`src/rtl/u8dec_pkg.sv`:
```
`default_nettype none
package u8dec_pkg;

	localparam int unsigned CpWidth    = 21;
	localparam int unsigned CountWidth = 16;

	typedef logic [7:0]            unit_t;
	typedef logic [CpWidth-1:0]    cp_t;
	typedef logic [CountWidth-1:0] count_t;
	typedef logic [1:0]            pend_t;

	localparam count_t CapReset = 16'hFFFF;

	// Lead byte class boundaries and payload masks
	localparam unit_t LeadTwo   = 8'h80;
	localparam unit_t LeadThree = 8'hE0;
	localparam unit_t LeadFour  = 8'hF0;
	localparam unit_t MaskTwo   = 8'h1F;
	localparam unit_t MaskThree = 8'h0F;
	localparam unit_t MaskFour  = 8'h07;
	localparam unit_t MaskCont  = 8'h3F;

	// Continuation bytes still expected
	localparam pend_t PendNone  = 2'd0;
	localparam pend_t PendOne   = 2'd1;
	localparam pend_t PendTwo   = 2'd2;
	localparam pend_t PendThree = 2'd3;

endpackage
`default_nettype wire

```
`src/rtl/u8dec_if.sv`:
```
`default_nettype none
interface u8dec_in_if;
	logic            valid;
	logic            ready;
	u8dec_pkg::unit_t in_byte;
	logic            string_end;

	modport source (output valid, output in_byte, output string_end, input ready);
	modport sink   (input valid, input in_byte, input string_end, output ready);
endinterface

interface u8dec_out_if;
	logic              valid;
	logic              ready;
	u8dec_pkg::cp_t    decoded;
	logic              point_valid;
	u8dec_pkg::count_t written_count;
	logic              string_done;

	modport source (output valid, output decoded, output point_valid,
		output written_count, output string_done, input ready);
	modport sink   (input valid, input decoded, input point_valid,
		input written_count, input string_done, output ready);
endinterface
`default_nettype wire

```
`src/rtl/utf8_stream_decoder_unit.sv`:
```
// UTF-8 stream decoder: one byte in, at most one code point out.
// Channels: units (sink) carries in_byte and string_end, one byte per beat;
// points (source) carries decoded, point_valid, written_count and
// string_done. Both use valid/ready; a beat moves when both are high.
// cfg_we/cfg_wdata load the per-string capacity; write it only while idle.
// A byte that yields a result shows it on points in the cycle after its
// beat is accepted. Throughput: one byte per cycle unless points stalls,
// set by the single decode step between decoder state and result registers.
// Bytes that only open or extend a sequence, and points dropped at capacity,
// produce no beat. The string_end byte always produces exactly one beat
// with string_done high, then all per-string state returns to zero.
// Reset: decoder state and counters clear, the capacity returns to 65535,
// and the result register empties.
// Stall: while points is stalled with a result held, units stays ready
// only in the cycle the held beat leaves; otherwise input is held off and
// no beat is lost or repeated.
`default_nettype none
module utf8_stream_decoder_unit (
	input  wire                    clk,
	input  wire                    arst_n,
	u8dec_in_if.sink               units,
	u8dec_out_if.source            points,
	input  wire                    cfg_we,
	input  wire u8dec_pkg::count_t cfg_wdata
);

	// decoder state
	u8dec_pkg::cp_t    partial_q;
	u8dec_pkg::pend_t  pending_q;
	u8dec_pkg::count_t count_q;
	u8dec_pkg::count_t cap_q;

	// result register
	logic              res_valid_q;
	u8dec_pkg::cp_t    res_cp_q;
	logic              res_pv_q;
	u8dec_pkg::count_t res_cnt_q;
	logic              res_done_q;

	logic              take;
	u8dec_pkg::unit_t  b;
	u8dec_pkg::cp_t    cont_bits;
	u8dec_pkg::cp_t    partial_d;
	u8dec_pkg::pend_t  pending_d;
	logic              finished;
	logic              written;
	logic              emit;
	u8dec_pkg::count_t count_inc;

	// Accept a byte whenever the result register is empty or draining.
	assign units.ready = !res_valid_q || points.ready;
	assign take        = units.valid && units.ready;
	assign b           = units.in_byte;
	assign count_inc   = count_q + u8dec_pkg::count_t'(1);

	// Place the continuation payload at its bit slot.
	always_comb begin
		cont_bits = '0;
		case (pending_q)
			u8dec_pkg::PendOne:   cont_bits = u8dec_pkg::cp_t'(b & u8dec_pkg::MaskCont);
			u8dec_pkg::PendTwo:   cont_bits = u8dec_pkg::cp_t'(b & u8dec_pkg::MaskCont) << 6;
			u8dec_pkg::PendThree: cont_bits = u8dec_pkg::cp_t'(b & u8dec_pkg::MaskCont) << 12;
			default:              cont_bits = '0;
		endcase
	end

	// Decode one byte against the current sequence state.
	always_comb begin
		finished  = 1'b0;
		partial_d = partial_q;
		pending_d = pending_q;
		if (pending_q == u8dec_pkg::PendNone) begin
			if (b < u8dec_pkg::LeadTwo) begin
				partial_d = u8dec_pkg::cp_t'(b);
				finished  = 1'b1;
			end else if (b < u8dec_pkg::LeadThree) begin
				partial_d = u8dec_pkg::cp_t'(b & u8dec_pkg::MaskTwo) << 6;
				pending_d = u8dec_pkg::PendOne;
			end else if (b < u8dec_pkg::LeadFour) begin
				partial_d = u8dec_pkg::cp_t'(b & u8dec_pkg::MaskThree) << 12;
				pending_d = u8dec_pkg::PendTwo;
			end else begin
				partial_d = u8dec_pkg::cp_t'(b & u8dec_pkg::MaskFour) << 18;
				pending_d = u8dec_pkg::PendThree;
			end
		end else begin
			partial_d = partial_q | cont_bits;
			pending_d = pending_q - u8dec_pkg::pend_t'(1);
			finished  = (pending_d == u8dec_pkg::PendNone);
		end
		// Close a cut-off sequence at string end with zero bits.
		if (units.string_end && pending_d != u8dec_pkg::PendNone) begin
			pending_d = u8dec_pkg::PendNone;
			finished  = 1'b1;
		end
		written = finished && (count_q < cap_q);
		emit    = written || units.string_end;
	end

	always_ff @(posedge clk or negedge arst_n) begin
		if (!arst_n) begin
			partial_q   <= '0;
			pending_q   <= u8dec_pkg::PendNone;
			count_q     <= '0;
			cap_q       <= u8dec_pkg::CapReset;
			res_valid_q <= 1'b0;
		end else begin
			if (cfg_we) begin
				cap_q <= cfg_wdata;
			end
			if (take) begin
				if (units.string_end) begin
					partial_q <= '0;
					pending_q <= u8dec_pkg::PendNone;
					count_q   <= '0;
				end else begin
					partial_q <= finished ? '0 : partial_d;
					pending_q <= pending_d;
					if (written) begin
						count_q <= count_inc;
					end
				end
				res_valid_q <= emit;
			end else if (points.ready) begin
				res_valid_q <= 1'b0;
			end
		end
	end

	// Result payload: load only with a beat that produces one.
	always_ff @(posedge clk) begin
		if (take && emit) begin
			res_cp_q   <= written ? partial_d : '0;
			res_pv_q   <= written;
			res_cnt_q  <= written ? count_inc : count_q;
			res_done_q <= units.string_end;
		end
	end

	assign points.valid         = res_valid_q;
	assign points.decoded       = res_cp_q;
	assign points.point_valid   = res_pv_q;
	assign points.written_count = res_cnt_q;
	assign points.string_done   = res_done_q;

endmodule
`default_nettype wire

```
`src/flat_wrapper.sv`:
```
// flat-port wrapper written by rule: the top's interface ports become plain ports
module utf8_stream_decoder_unit_flat 
  (clk, arst_n, cfg_we, cfg_wdata, units_valid, units_in_byte, units_string_end, units_ready, points_valid, points_decoded, points_point_valid, points_written_count, points_string_done, points_ready);
  u8dec_in_if units_i ();
  u8dec_out_if points_i ();
  input  wire clk;
  input  wire arst_n;
  input  wire cfg_we;
  input  wire u8dec_pkg::count_t cfg_wdata;
  input wire logic [$bits(units_i.valid)-1:0] units_valid;
  input wire logic [$bits(units_i.in_byte)-1:0] units_in_byte;
  input wire logic [$bits(units_i.string_end)-1:0] units_string_end;
  output wire logic [$bits(units_i.ready)-1:0] units_ready;
  output wire logic [$bits(points_i.valid)-1:0] points_valid;
  output wire logic [$bits(points_i.decoded)-1:0] points_decoded;
  output wire logic [$bits(points_i.point_valid)-1:0] points_point_valid;
  output wire logic [$bits(points_i.written_count)-1:0] points_written_count;
  output wire logic [$bits(points_i.string_done)-1:0] points_string_done;
  input wire logic [$bits(points_i.ready)-1:0] points_ready;
  assign units_i.valid = units_valid;
  assign units_i.in_byte = units_in_byte;
  assign units_i.string_end = units_string_end;
  assign units_ready = units_i.ready;
  assign points_valid = points_i.valid;
  assign points_decoded = points_i.decoded;
  assign points_point_valid = points_i.point_valid;
  assign points_written_count = points_i.written_count;
  assign points_string_done = points_i.string_done;
  assign points_i.ready = points_ready;
  utf8_stream_decoder_unit u_core (.clk(clk), .arst_n(arst_n), .units(units_i), .points(points_i), .cfg_we(cfg_we), .cfg_wdata(cfg_wdata));
endmodule
```
`config.mk`:
```
export PLATFORM = sky130hd
export DESIGN_NAME = utf8_stream_decoder_unit_flat
export DESIGN_NICKNAME = d
export VERILOG_FILES = /design/src/rtl/u8dec_pkg.sv /design/src/rtl/u8dec_if.sv /design/src/rtl/utf8_stream_decoder_unit.sv /design/src/flat_wrapper.sv
export SDC_FILE = /design/constraint.sdc
export NUM_CORES = 1
export LEC_CHECK = 0
export BUFFER_PORTS_ARGS = -buffer_cell sky130_fd_sc_hd__buf_4
export CAP_MARGIN = 20
export CORE_ASPECT_RATIO = 1.4
export CORE_MARGIN = 3
export CORE_UTILIZATION = 59
export CTS_BUF_LIST = sky130_fd_sc_hd__clkbuf_2 sky130_fd_sc_hd__clkbuf_4 sky130_fd_sc_hd__clkbuf_8
export CTS_CLUSTER_SIZE = 40
export DETAILED_ROUTE_END_ITERATION = 10
export GPL_TIMING_DRIVEN = 1
export HOLD_SLACK_MARGIN = 0.08
export PLACE_DENSITY = 0.82
export REMOVE_ABC_BUFFERS = 1
export SYNTH_ARGS = -nofsm -noshare
export SYNTH_HDL_FRONTEND = slang
export SYNTH_SLANG_ARGS = --single-unit
```
`constraint.sdc`:
```
create_clock -name clk -period 5.72 [get_ports clk]
set_input_delay 0.286 -clock clk [delete_from_list [all_inputs] [get_ports clk]]
set_output_delay 0.286 -clock clk [all_outputs]
set_load 0.005 [all_outputs]
```
* Yosys cells after proc, flatten, opt, wreduce, memory -nomap -nowiden *
Cells that the tools add are included.

operators by class
  bitwise logic cells = 1
  multiplexer cells = 20
  reduce and logical (&&, ||, !) cells = 11
  $lt $le $gt $ge = 4
  $add $sub $neg = 2
  eq/ne operators = 3

operators with widths
  operator                                             number
  two-way mux 21 bit                                   6
  one-hot mux 18 bit (3 select lines)                  1
  two-way mux 16 bit                                   2
  less-than comparator 8 bit, second input constant    3
  OR 21 bit                                            1
  adder 16 x 1 -> 16 bit, second input constant        1
  less-than comparator 16 bit                          1
  two-way mux 2 bit                                    5
  two-way mux 1 bit                                    6
  equality test 2 bit, second input constant           2
  logical AND 1 bit                                    4
  zero test 2 bit                                      2
  nonzero test 2 bit                                   2
  equality test 2 x 1 -> 1 bit, second input constant  1
  logical OR 1 bit                                     2
  subtractor 2 x 1 -> 2 bit, second input constant     1
  zero test 1 bit                                      1

word-level totals
  flip-flop bits (word level) = 95
  output and inout port bits = 41

* Logic depth before layout (Yosys ltp) *
Gate-level depths: netlist (run 1).

  word-level depth = 11
  gate-level depth with buffers = 10
  depth with buffers taken out = 9

* Worst setup path before layout (run 1) *
No wires, ideal clock.

  kind = reg-to-reg
  start point = register u_core.cap_q[2]
  end point = register u_core.res_cp_q[0], in the netlist u_core.points.decoded[0] (enable)
  clock period less this slack = 4.395 ns
  required time = 5.272 ns
  cell stages (with the launch flop) = 10
  setup slack = 1.325 ns
  path buffers = 2
  arrival time = 3.946 ns
  path through = dfstp_2 -> inv_1 -> ha_1 -> a211o_1 -> a31oi_1 -> o31ai_1 -> a211o_1 -> buf_2 -> buf_2 -> a21oi_1

on the way
  cells in the longest elaborated chain, start to end = 4

RTL lines
  element                      line                             RTL
  from (decl)                  utf8_stream_decoder_unit.sv:31   u8dec_pkg::count_t cap_q;
  from (signal assigned)       utf8_stream_decoder_unit.sv:105  cap_q <= u8dec_pkg::CapReset;
  from (signal assigned)       utf8_stream_decoder_unit.sv:109  cap_q <= cfg_wdata;
  less-than comparator 16 bit  utf8_stream_decoder_unit.sv:96   written = finished && (count_q < cap_q);
  logical AND 1 bit            utf8_stream_decoder_unit.sv:96
  logical OR 1 bit             utf8_stream_decoder_unit.sv:97   emit = written || units.string_end;
  logical AND 1 bit            utf8_stream_decoder_unit.sv:132  if (take && emit) begin
  to (signal assigned)         utf8_stream_decoder_unit.sv:133  res_cp_q <= written ? partial_d : '0;
  to (decl)                    utf8_stream_decoder_unit.sv:35   u8dec_pkg::cp_t res_cp_q;

No other way between the ends.
A chain may end at the register's enable or synchronous reset.

* Worst setup path after layout (run 1) *
  start point = register u_core.cap_q[2]
  end point = register u_core.res_cnt_q[2], in the netlist u_core.points.written_count[2] (enable)

on the way
  cells in the longest elaborated chain, start to end = 4

RTL lines
  element                      line                             RTL
  less-than comparator 16 bit  utf8_stream_decoder_unit.sv:96
  logical AND 1 bit            utf8_stream_decoder_unit.sv:96
  logical OR 1 bit             utf8_stream_decoder_unit.sv:97
  logical AND 1 bit            utf8_stream_decoder_unit.sv:132
  to (signal assigned)         utf8_stream_decoder_unit.sv:135  res_cnt_q <= written ? count_inc : count_q;
  to (decl)                    utf8_stream_decoder_unit.sv:37   u8dec_pkg::count_t res_cnt_q;

No other way between the ends.

==> impl_metrics.tcl, run 1 <==
set metrics [dict create \
    synth_edf_count 39 \
    start_util_pct 62.4 \
    critPathKind "reg2reg" \
    status "finished, final reports clean" \
    crit_path_end_kind "flop" \
    synth-main-ff-cell "dfrtp_1" \
    postCtsHoldBufs 1 \
    synthArstFlopShare_pct 58.9 \
    drive_gt1_share_pct 22.0 \
    maxCapViolations 0 \
    syn_inst 468 \
    dr_total_vias 3745 \
    nets 574 \
    tns_ns 0 \
    power.density_nw_per_um2 301 \
    fin_crit_sh_pct 59.0 \
    grt_pass1_wl_mm 17.4 \
    dp_slack_ns 2.35 \
    die_y_um 112 \
    area_growth_pct 17.1 \
    firstDrtPassIters 5 \
    clkTransAtPathRegs_ns 0.09 \
    hold_violations 0 \
    avgSynthCellArea_um2 10.1 \
    dieWidth_um 81.5 \
    yosys-top-cells-count "nand2_1, nor2_1, dfrtp_1, edfxtp_1, o21ai_0" \
    synthTopCellsByArea "edfxtp_1, dfrtp_1, dfstp_2, nand2_1, ha_1" \
    gp_congestion 0.817 \
    crit_fanout 20 \
    setup_viol 0 \
    yosysTopAreaCell "edfxtp_1" \
    antennaDiodeCount 0 \
    fin_skew_ns 0.00631 \
    die-area_um2 9110 \
    syn_area_um2 4710 \
    design.portCount 71 \
    cts_tree "yes" \
    yosysMostFrequentCell "nand2_1" \
    rsz0062_at_grt "no" \
    rr_worst_depth 8 \
    hold_path_class "in2reg" \
    ys_types 48 \
    arrival_ns 3.43 \
    min_delay_path_depth 3 \
    wirelength_mm 10.4 \
    std_cell_rows 37 \
    fin_ws_ns 2.34 \
    cts_made_buffers 9 \
    grt_overflow 0 \
    routed_via_density 5.94 \
    drc_errors 0 \
    fin_util_pct 73.1 \
    timing.fmax_mhz 296 \
    worst_slew_pin_slew_ns 0.763 \
    start_kind "flop" \
    synth-seq-cells 95 \
    cts.sinks 95 \
    ir_worst_vdd_mv 0.216 \
    ys_seq_area_share_pct 55.0 \
    ctsLongestPathBuffers 2 \
    worstPathRequired_ns 5.77 \
    antenna_found_initial 0 \
    grt_use_total_pct 24.9 \
    stdcell_area_um2 5520 \
    synth.top_cell.area_share_pct 24.9 \
    drt-initial-drc-count 287 \
    wl_per_cell_um 16.6 \
    core_area_um2 7550 \
    ant_nets 0 \
    h-tree-depth 3 \
    hpwl_mm 7.10 \
    port_buffers 70 \
    drv_slew 0 \
    yosysWarnings 0 \
    grt_max_degree 57 \
    clock_latency_ns 0.37 \
    cts_setup_buffers 0 \
    slew_headroom_pct 48.7 \
    fin_crit_ns 3.38 \
    cts-root-buf "clkbuf_8" \
    placed_cell_area_um2 5290 \
    ctsResizeCount 0 \
    grt_pass1_vias 3660 \
    p_leak_nw 2.41 \
]
## cell usage in the layout, fill, tap and decap left out, types with 8 or more instances in the layout
| cell | instances |
|---|---|
| nand3_1 | 12 |
| dfrtp_1 | 40 |
| and2_1 | 8 |
| clkbuf_8 | 9 |
| nor2_1 | 45 |
| nor2b_1 | 11 |
| inv_1 | 26 |
| a21oi_1 | 23 |
| a22oi_1 | 10 |
| buf_4 | 73 |
| ha_1 | 16 |
| nor3_1 | 11 |
| xnor2_1 | 10 |
| edfxtp_1 | 39 |
| nand4_1 | 8 |
| dfstp_2 | 16 |
| o21ai_0 | 30 |
| nand2_1 | 59 |
## sequential cells by signal, indices dropped and copies added, names as in the netlist
name                         flops
u_core.pending_q                 2
u_core.points.valid              1
u_core.partial_q                21
u_core.count_q                  16
u_core.points.string_done        1
u_core.points.written_count     16
u_core.cap_q                    16
u_core.points.point_valid        1
u_core.points.decoded           21
## per-stage QoR
| stage | hold slack (ns) | total power, mW | std cells |
|---|---|---|---|
| floorplan | -0.00959 | 1.05 | 443 |
| global placement | 0.393 | 1.17 | 613 |
| detailed placement | 0.392 | 1.19 | 613 |
| CTS | 0.110 | 1.67 | 630 |
| global route | 0.121 | 1.75 | 630 |
| finish | 0.120 | 1.66 | 630 |
## cell type report
cell class	instances	area, µm²
Multi-Input combinational cell	322	1930
Inverter	26	97.6
Tap cell	97	121
Timing Repair Buffer	74	558
Clock buffer	10	131
Clock inverter	6	83.8
Sequential cell	95	2590
Fill cell	562	2030
## report_power, final
part	total [mW]	switching [mW]	internal, mW
clock	0.482	0.232	0.250
combinational	0.317	0.177	0.140
sequential	0.859	0.0650	0.794
total	1.66	0.474	1.18
## cells by family after synthesis
| kind of cell | after synthesis | synth area share, % |
|---|---|---|
| xor gates and xnor gates | 15 | 2.79 |
| AOI/OAI and AO/OA | 108 | 15.1 |
| and+or+nand+nor | 181 | 18.2 |
| muxes | 2 | 0.452 |
| DFF | 95 | 55.0 |
| adders and majority gates | 16 | 4.25 |
| buffers and inverters | 51 | 4.17 |
## layer usage
layer	GRT usage (%)	share of wire, %
met5	0	0
met4	12.4	3.1
met3	4.94	5.8
met2	40.7	51
met1	30.9	40
## final timing paths
kind | start | endpoint | slack (ns)
worst max-delay path | u_core.cap_q[2] | u_core.points.written_count[2] | 2.34
worst min-delay path | cfg_wdata[15] | u_core.cap_q[15] | 0.12
worst max register to register | u_core.cap_q[2] | u_core.points.written_count[2] | 2.34
worst min register to register | u_core.partial_q[4] | u_core.partial_q[4] | 0.49
max in group asynchronous | arst_n | u_core.partial_q[7] | 4.73
min in group asynchronous | arst_n | u_core.count_q[4] | 0.51
## worst max-delay path, stage by stage, from the launching register on
cell and delay, ns:
dfstp_2 0.52, inv_1 0.04, ha_1 0.30, a211o_1 0.30
a31oi_1 0.14, o31ai_1 0.15, a211o_1 0.55, a21oi_4 0.64
buf_4 0.40
Note: power is estimated with default switching activity, not from simulation.
==> inputs of run 2 (changes only) <==
Settings changed: ABC_AREA from default to 1, CORE_UTILIZATION 59 to 54, PLACE_DENSITY 0.82 to 0.79.
Clock period 5.72 ns to 3.1 ns, I/O delays scaled along.
==> run 2 against run 1 <==
Net effect:
- first-iteration DRC count shrank 18%
- utilization down 5.4 points
- area after synthesis rose by 4.4%
- wire length is 0.87% higher
- critical path type unchanged
- largest cell class unchanged
==> impl_metrics.tcl, run 2 <==
set metrics [dict create \
    fin_skew_ns 0.0153 \
    cts_setup_buffers 0 \
    yosys-top-cells-count "nand2_1, inv_1, dfrtp_1, edfxtp_1, o21ai_0" \
    final_common_cell "nand2_1" \
    critical-path-slowest-cell "dfstp_2" \
    worstPathRequired_ns 3.17 \
    status "finished, final reports clean" \
    wl_per_cell_um 14.3 \
    cts-root-buf "clkbuf_8" \
    most-common-layout-cells "nand2_1, buf_4, inv_1" \
    hold_violations 0 \
    cts.sinks 95 \
    area_growth_pct 19.9 \
    critical-path-max-stage-delay_ns 0.52 \
    cts_tree "yes" \
    hold_path_class "in2reg" \
    grt_overflow 0 \
    design.portCount 71 \
    min_delay_path_depth 3 \
    firstDrtPassIters 5 \
    drv_slew 0 \
    stdcell_area_um2 5900 \
    clock_latency_ns 0.38 \
    critPathKind "reg2reg" \
    synthArstFlopShare_pct 58.9 \
    avgSynthCellArea_um2 9.11 \
    hpwl_mm 7.24 \
    gp_congestion 0.906 \
    syn_area_um2 4920 \
    p_leak_nw 2.77 \
    syn_inst 540 \
    fin_crit_sh_pct 78.6 \
    core_area_um2 8710 \
    h-tree-depth 3 \
    ir_worst_vdd_mv 0.325 \
    wirelength_mm 10.5 \
    ys_types 37 \
    synthTopCellsByArea "edfxtp_1, dfrtp_1, nand2_1, dfstp_2, inv_1" \
    cp_num_buf_inv 3 \
    start_kind "flop" \
    fin_crit_ns 2.44 \
    setup_viol 0 \
    yosysWarnings 0 \
    crit_path_end_kind "flop" \
    ant_nets 0 \
    cpMostUsedCell "nand2_1" \
    port_buffers 70 \
    crit_fanout 21 \
    timing.fmax_mhz 410 \
    die_y_um 119 \
    slew_headroom_pct 51.1 \
    maxCapViolations 0 \
    drc_errors 0 \
    antenna_found_initial 0 \
    drive_gt1_share_pct 25.5 \
    rr_worst_depth 11 \
    yosysMostFrequentCell "nand2_1" \
    fillers 699 \
    synth-seq-cells 95 \
    dr_total_vias 3883 \
    tns_ns 0 \
    cts_made_buffers 9 \
    start_util_pct 56.5 \
    grt_pass1_vias 3804 \
    std_cell_rows 40 \
    worst_slew_pin_slew_ns 0.733 \
    nets 673 \
    drt-initial-drc-count 235 \
    die-area_um2 10300 \
    synth_edf_count 39 \
    worstSetupPathDepth 11 \
    grt_pass1_wl_mm 17.7 \
    worst_path_dominant_cell_family "simple AND/OR/NAND/NOR gates" \
    grt_max_degree 57 \
    clkTransAtPathRegs_ns 0.09 \
    grt_use_total_pct 21.8 \
    path_cells "inv_1 -> ha_1 -> nand2_1 -> o21a_1 -> nand2_1 -> nor2_8 -> nand2_4 -> nand2_1 -> nand2_1 -> inv_1 -> buf_4" \
    synth.top_cell.area_share_pct 23.8 \
    arrival_ns 2.50 \
    ctsLongestPathBuffers 2 \
    routed_via_density 5.27 \
    placed_cell_area_um2 5510 \
    ys_seq_area_share_pct 52.7 \
    yosysTopAreaCell "edfxtp_1" \
    finalHoldWorstSlack_ns 0.116 \
    rsz0062_at_grt "no" \
    antennaDiodeCount 0 \
    synth-main-ff-cell "dfrtp_1" \
    dieWidth_um 86.7 \
    power.density_nw_per_um2 480 \
]
==> run 2: cell count changes after synthesis, sizes merged, moves of 10 or more <==
cell,delta
nand2,+90
o22ai,+11
inv,+47
nor2b,-11
nor3,-10
nand3,+16
==> run 2: worst min-delay path: stages <==
cell and delay, ns:
buf_4 0.19, nand2_1 0.07, o21ai_0 0.07
==> run 2: worst paths after layout <==
check,endpoint,from,slack (ns)
worst max-delay path,u_core.points.decoded[15],u_core.cap_q[15],0.66
worst min-delay path,u_core.cap_q[7],cfg_we,0.12
worst max register to register,u_core.points.decoded[15],u_core.cap_q[15],0.66
worst min register to register,u_core.partial_q[6],u_core.partial_q[6],0.49
max in group asynchronous,u_core.count_q[10],arst_n,2.24
min in group asynchronous,u_core.partial_q[12],arst_n,0.36
==> run 2: cell type report <==
type | count | area [µm²] | share of cell area, %
well taps | 105 | 131 | 2.23
clock inverters | 6 | 67.6 | 1.15
flip-flops and latches | 95 | 2590 | 44.0
repair buffers | 94 | 766 | 13.0
inverters | 73 | 277 | 4.69
clock buffers | 10 | 131 | 2.23
multi-input cells | 354 | 1930 | 32.8
==> run 2: repair_timing <==
| action | CTS | global route |
|---|---|---|
| hold endpoints to repair | 58 | 0 |
| gates resized for setup | 0 | 0 |
| setup endpoints to repair | 0 | 0 |
| hold buffers | 19 | 0 |
==> run 2: kinds of logic after synthesis <==
group / after synthesis / share of synthesized area, %
simple gates: 241 / 22.9
buf+inv: 91 / 8.01
xor+xnor: 9 / 1.60
fa+ha+maj: 16 / 4.07
compound gates: 87 / 10.5
mux: 1 / 0.229
flops: 95 / 52.7
==> run 2: metrics by stage <==
step                      total power [mW]  worst slack, ns  utilization (%)  instances
after floorplan                       1.77           0.0158                -        522
after global placement                1.97            0.737             63.2        702
after detailed placement              1.99            0.673             63.2        702
after CTS                             2.84            0.661             67.7        737
after global routing                  2.96            0.429             67.7        737
final                                 2.83            0.663             67.7        737
==> run 2: per-layer routing <==
metal	GRT usage, %	wire [µm]
met4	9.36	286
met5	0	0
met3	3.67	538
met2	38.5	5570
met1	25.6	4130
==> run 2: where the power goes <==
part / internal [mW] / leakage [nW] / switching [mW]
clock: 0.388 / 0.0988 / 0.455
sequential: 1.43 / 1.10 / 0.0519
combinational: 0.212 / 1.57 / 0.293
